File: src/hw/rtl/lifn_pkg.sv
package lifn_pkg;

  // Default sizes of the neuron table and of the fixed-point format.
  localparam int NEURONS_DEF   = 4096;
  localparam int FRAC_BITS_DEF = 16;

  // Field widths.
  localparam int NEURON_W  = 12;
  localparam int DATA_W    = 32;
  localparam int DECAY_W   = 17;
  localparam int REFR_W    = 16;
  localparam int CFG_IDX_W = 3;

  // Width in which products and sums are saturated back to DATA_W.
  localparam int WIDE_W = 66;

  // Configuration register indexes.
  typedef enum logic [CFG_IDX_W-1:0] {
    CFG_V_DECAY          = 3'd0,
    CFG_I_DECAY          = 3'd1,
    CFG_SYN_GAIN         = 3'd2,
    CFG_BIAS_GAIN        = 3'd3,
    CFG_V_THRESHOLD      = 3'd4,
    CFG_V_RESET          = 3'd5,
    CFG_REST_POTENTIAL   = 3'd6,
    CFG_REFRACTORY_STEPS = 3'd7
  } cfg_idx_t;

  // Item operation codes.
  typedef enum logic {
    OP_LOAD   = 1'b0,
    OP_UPDATE = 1'b1
  } op_t;

  // Configuration register file contents.
  typedef struct packed {
    logic        [DECAY_W-1:0] v_decay;
    logic        [DECAY_W-1:0] i_decay;
    logic signed [DATA_W-1:0]  syn_gain;
    logic signed [DATA_W-1:0]  bias_gain;
    logic signed [DATA_W-1:0]  v_threshold;
    logic signed [DATA_W-1:0]  v_reset;
    logic signed [DATA_W-1:0]  rest_potential;
    logic        [REFR_W-1:0]  refractory_steps;
  } cfg_t;

  // One entry of the neuron state memory.
  typedef struct packed {
    logic signed [DATA_W-1:0] potential;
    logic signed [DATA_W-1:0] current;
    logic        [REFR_W-1:0] refr;
    logic signed [DATA_W-1:0] bias;
  } nstate_t;

  // Saturate a wide signed value to the signed data range.
  function automatic logic signed [DATA_W-1:0] sat32(input logic signed [WIDE_W-1:0] v);
    logic signed [DATA_W-1:0] res;
    if (!v[WIDE_W-1] && (v[WIDE_W-2:DATA_W-1] != '0)) begin
      res = {1'b0, {(DATA_W-1){1'b1}}};
    end else if (v[WIDE_W-1] && (v[WIDE_W-2:DATA_W-1] != '1)) begin
      res = {1'b1, {(DATA_W-1){1'b0}}};
    end else begin
      res = v[DATA_W-1:0];
    end
    return res;
  endfunction

endpackage

File: src/hw/rtl/lifn_cfg.sv
module lifn_cfg (
  input  logic                             clk,
  input  logic                             rst_n,
  input  logic                             cfg_we,
  input  logic [lifn_pkg::CFG_IDX_W-1:0]   cfg_index,
  input  logic [lifn_pkg::DATA_W-1:0]      cfg_wdata,
  output lifn_pkg::cfg_t                   cfg_o
);

  lifn_pkg::cfg_t cfg_r;
  lifn_pkg::cfg_t cfg_nxt;

  // Decode a write into the addressed register; other fields keep their value.
  always_comb begin
    cfg_nxt = cfg_r;
    if (cfg_we) begin
      case (lifn_pkg::cfg_idx_t'(cfg_index))
        lifn_pkg::CFG_V_DECAY:          cfg_nxt.v_decay = cfg_wdata[lifn_pkg::DECAY_W-1:0];
        lifn_pkg::CFG_I_DECAY:          cfg_nxt.i_decay = cfg_wdata[lifn_pkg::DECAY_W-1:0];
        lifn_pkg::CFG_SYN_GAIN:         cfg_nxt.syn_gain = cfg_wdata;
        lifn_pkg::CFG_BIAS_GAIN:        cfg_nxt.bias_gain = cfg_wdata;
        lifn_pkg::CFG_V_THRESHOLD:      cfg_nxt.v_threshold = cfg_wdata;
        lifn_pkg::CFG_V_RESET:          cfg_nxt.v_reset = cfg_wdata;
        lifn_pkg::CFG_REST_POTENTIAL:   cfg_nxt.rest_potential = cfg_wdata;
        lifn_pkg::CFG_REFRACTORY_STEPS: cfg_nxt.refractory_steps =
                                          cfg_wdata[lifn_pkg::REFR_W-1:0];
        default:                        cfg_nxt = cfg_r;
      endcase
    end
  end

  // Register file with its reset defaults.
  always_ff @(posedge clk) begin
    if (!rst_n) begin
      cfg_r.v_decay          <= lifn_pkg::DECAY_W'(65536);
      cfg_r.i_decay          <= lifn_pkg::DECAY_W'(65536);
      cfg_r.syn_gain         <= lifn_pkg::DATA_W'(65536);
      cfg_r.bias_gain        <= lifn_pkg::DATA_W'(65536);
      cfg_r.v_threshold      <= lifn_pkg::DATA_W'(983040);
      cfg_r.v_reset          <= '0;
      cfg_r.rest_potential   <= '0;
      cfg_r.refractory_steps <= '0;
    end else begin
      cfg_r <= cfg_nxt;
    end
  end

  assign cfg_o = cfg_r;

endmodule

File: config.mk
export PLATFORM = sky130hd
export DESIGN_NAME = lifn_cfg
export DESIGN_NICKNAME = d
export VERILOG_FILES = /design/src/hw/rtl/lifn_pkg.sv /design/src/hw/rtl/lifn_cfg.sv
export SDC_FILE = /design/constraint.sdc
export NUM_CORES = 1
export LEC_CHECK = 0
export ABC_AREA = 1
export ABC_CLOCK_PERIOD_IN_PS = 2000
export BUFFER_PORTS_ARGS = -buffer_cell sky130_fd_sc_hd__buf_2
export CAP_MARGIN = 20
export CORE_AREA = 10 10 140 129
export DETAILED_ROUTE_END_ITERATION = 10
export DIE_AREA = 0 0 150 139
export GPL_ROUTABILITY_DRIVEN = 1
export PLACE_DENSITY_LB_ADDON = 0.08
export SYNTH_ARGS = -nofsm -noshare
export SYNTH_HDL_FRONTEND = slang
export SYNTH_SLANG_ARGS = --single-unit
File: constraint.sdc
create_clock -name clk -period 2 [get_ports clk]
set_input_delay 0.2 -clock clk [delete_from_list [all_inputs] [get_ports clk]]
set_output_delay 0.2 -clock clk [all_outputs]
set_load 0.1 [all_outputs]
# ---- Yosys cells after proc, flatten, opt, wreduce, memory -nomap -nowiden
# Cells that the tools add are included.
dict set report word_totals {
  register_bits 210
  elab_cells 24
}
dict set report classes {
  n_eq_ne 7
  reduce_logical 9
}
# cell n
set ops {}
lappend ops {{$reduce_and 2->1} 8}
lappend ops {{$eq 3x3->1 const B} 4}
lappend ops {{$eq 3x2->1 const B} 2}
lappend ops {{$eq 3x1->1 const B} 1}
lappend ops {{$logic_not 3->1} 1}

# ---- Logic depth before layout (Yosys ltp)
dict set report depth {
  word_depth 2
  mapped_depth 7
  mapped_depth_nobuf 5
}

# ---- Least setup slack after synthesis
# Ideal clock, no wire load.
dict set report synth_path {
  kind {register to register}
  startpoint {reg cfg_o[128] (netlist name)}
  endpoint {reg cfg_r (netlist bit cfg_o[128])}
  setup_time_ns 0.065
  t_arrival_ns 1.211
  required_time_ns 1.935
  path_slack_ns 0.724
  stages_incl_launch_ff 3
  n_path_buf 0
  period_less_slack_ns 1.276
  cell_sequence {dfxtp_1 o21ai_0 nand3_1}
}
# item line
set synth_lines {}
lappend synth_lines {{end signal, assigned} lifn_cfg.sv:44} ;# cfg_r <= cfg_nxt;
lappend synth_lines {{end, declared} lifn_cfg.sv:10} ;# lifn_pkg::cfg_t cfg_r;

# ---- Final worst setup path
dict set report layout_path {
  startpoint {reg cfg_r (netlist bit cfg_o[151])}
  endpoint {out cfg_o[151] (netlist bit)}
}
# item line
set layout_lines {}
lappend layout_lines {{end, declared} lifn_cfg.sv:7} ;# output lifn_pkg::cfg_t cfg_o
# No word-level cell between the ends.

==> metrics.md <==
| Metric | Value |
|---|---|
| Crit path max-delay family | buffers and inverters |
| Ys flop type | dfxtp_1 |
| CP Max Fanout | 2 |
| Clock power share | 41.0% |
| Status | complete, no violations |
| Net Sw Frac | 31.3% |
| Top-count cell post-synth | nor2_1 |
| Gate Count Post-Synth | 1183 |
| Worst EP required | 1.80 ns |
| DP HPWL | 18.2 mm |
| Max reg flops | 210 |
| Share of cells above drive strength 1 | 22.8% |
| Setup TNS | 0 ns |
| Syn avg cell area | 6.91 um^2 |
| # setup viols final | 0 |
| First-pass GRT wire length | 41.6 mm |
| Largest net degree at the start of global routing | 98 |
| Yosys cell types | 12 |
| Initial antenna violation count | 1 |
| Synth warnings | 0 |
| Psw | 3400 uW |
| DR vias/cell | 5.14 |
| Post-DRT Antenna Nets | 0 |
| Min-delay worst type | in -> reg |
| Drt wl/cell | 16.9 um |
| TritonCTS Buffers | 22 |
| Post-Syn Nets | 1221 |
| Max VDD drop | 0.000705 V |
| FMAX | 655 MHz |
| Synth cell count leaders | nor2_1 (409), nand2_1 (243), dfxtp_1 (210) |
| Skew final | 0 ns |
| Worst slew pin tran | 0.567 ns |
| Post-cts sizing count | 0 |
| Register bit total from synthesis | 210 |
| Critical path class | reg -> out |
| Sequential-to-total area share from yosys stat | 51.4% |
| Layout area overhead | 27.3% |
| Hold Vio Cnt, Final | 0 |
| Combinational share of power | 18.4% |
| Post-CTS Setup Bufs | 0 |
| Mapped cell area | 8180 um^2 |
| Total power | 10900 uW |
| Detailed-route DRC error count | 0 |
| CP Launch Type | flip-flop |
| Core footprint | 15200 um^2 |
| Crit path buffers/inverters | 1 |
| Number of cell rows | 43 |
| Ys async rst share | 0% |
| Clock slew at reported path FFs | 0.06 ns |
| I/O Buffers | 247 |
| R2R setup slack | 1.38 ns |
| Relative slew slack | 62.2% |
| DRT Pass-1 Iters | 5 |
| CTS tree | done |
| Die H | 139 um |
| DIE AREA | 20900 um^2 |
| Routed wire length | 27.4 mm |
| Longest Clk Path Bufs | 3 |
| Maximum Capacitance Violations | 0 |
| Nets | 1437 |
| Initial core utilization | 53.9% |
| CP Data Arrival Time | 1.33 ns |
| Clock sinks | 210 |
| Fin crit share | 76.4% |
| Root buf cell | clkbuf_16 |
| Vias in the first global route | 7405 |
| Post-synth EDFFs | 0 |
| Synth area leader | dfxtp_1 |
| Total track usage | 24.6% |
| Initial DRC count | 802 |
| RSZ-0062 raised after global routing | false |
| Period minus WS final | 1.53 ns |
| Crit-path cells | buf_2 |
| Fill cells | 1385 |
| Crit end category | output pin |
| Die Wd | 150 um |
| Fin. max-slew vios | 0 |
| Leak Pwr | 0.00519 uW |
| Dominant cells by area after synthesis | dfxtp_1 (51%), nor2_1 (19%), nand3_1 (12%), nand2_1 (11%), buf_2 (2.8%) |
| Clock latency on the worst-skew pair | 0.49 ns |
| Area share of the largest cell type after synthesis | 51.4% |
| GP Congestion | 0.851 |
| H-tree depth | 1 |
| Pwr/cell area | 1040 nW/um^2 |
| Critical path's largest stage delay | 0.45 ns |
| Slowest-stage cell, CP | buf_2 |
| Sequential share of power | 40.6% |
| # IOs | 248 |
| Cell Int Power | 7460 uW |
| DR vias | 8317 |
| Grt total ovfl | 0 |
-- area by class of cell --
type                            instances  area, um^2  share of cell area, %
Tap cell                              202         253                   2.43
Clock buffer                           30         652                   6.26
Multi-Input combinational cell        854        3500                   33.6
Timing Repair Buffer                  273        1510                   14.5
Antenna cell                            2        5.00                 0.0481
Clock inverter                         10         150                   1.44
Sequential cell                       210        4200                   40.4
Inverter                               38         144                   1.38
-- routing by layer --
metal  track usage (%)  routed length [um]  part of all wire (%)  vias to the layer above
met2              37.3               12300                    45                      383
met4              5.83                 487                   1.8                        0
met3              7.63                3150                    11                       40
li1                  -                   -                     -                     4098
met5                 0                   0                     0                        -
met1              33.2               11500                    42                     3796
-- worst register-to-register path: cells and delay by family, from the launching register on --
family           cells  cell delay, ns
AND/OR/NAND/NOR      2            0.19
flip-flops           1            0.38
-- cell families after synthesis --
logic type / synth area share, %
AOI/OAI and AO/OA: 0.0611
buffers and inverters: 6.21
and+or+nand+nor: 42.3
DFF: 51.4
-- through the flow --
stage	cells	hold WS [ns]	instance area, um^2	setup slack, ns	utilization (%)
2_1_floorplan	1183	0.313	8180	0.724	-
3_3_place_gp	1574	0.429	9580	0.371	63.1
3_5_place_dp	1574	0.430	9580	0.320	63.1
4_1_cts	1617	0.0430	10400	0.468	68.6
5_1_grt	1617	0.0774	10400	0.454	68.6
6_report	1619	0.0553	10400	0.472	68.6
-- path summary, 6_finish.rpt --
path,end,start,cells past startpoint
min reg2reg,cfg_o[98],cfg_o[98],2
max reg2reg,cfg_o[151],cfg_o[151],2
max,cfg_o[151],cfg_o[151],1
min,cfg_o[160],cfg_wdata[16],3
-- power by group through the flow --
| stage | Combinational [uW] | Sequential, uW | Clock, uW |
|---|---|---|---|
| 2_1_floorplan | 530 | 5540 | 0 |
| 3_3_place_gp | 1970 | 4500 | 0 |
| 3_5_place_dp | 1980 | 4500 | 0 |
| 4_1_cts | 1990 | 4410 | 4490 |
| 5_1_grt | 2090 | 4430 | 4650 |
| 6_report | 1990 | 4410 | 4450 |
-- cell usage in the layout, fill, tap and decap left out, drive strengths merged --
cell / count
diode: 2
clkbuf: 30
buf: 270
clkinv: 7
dlygate4sd3: 3
dfxtp: 210
nand3: 194
nand2: 243
o21ai: 1
bufinv: 4
nor2: 416
inv: 37
-- repair_timing --
action,CTS,global route
hold buffers,3,0
setup endpoints to repair,0,0
endpoints found under the hold margin,3,0
(Power assumes the default switching activity.)
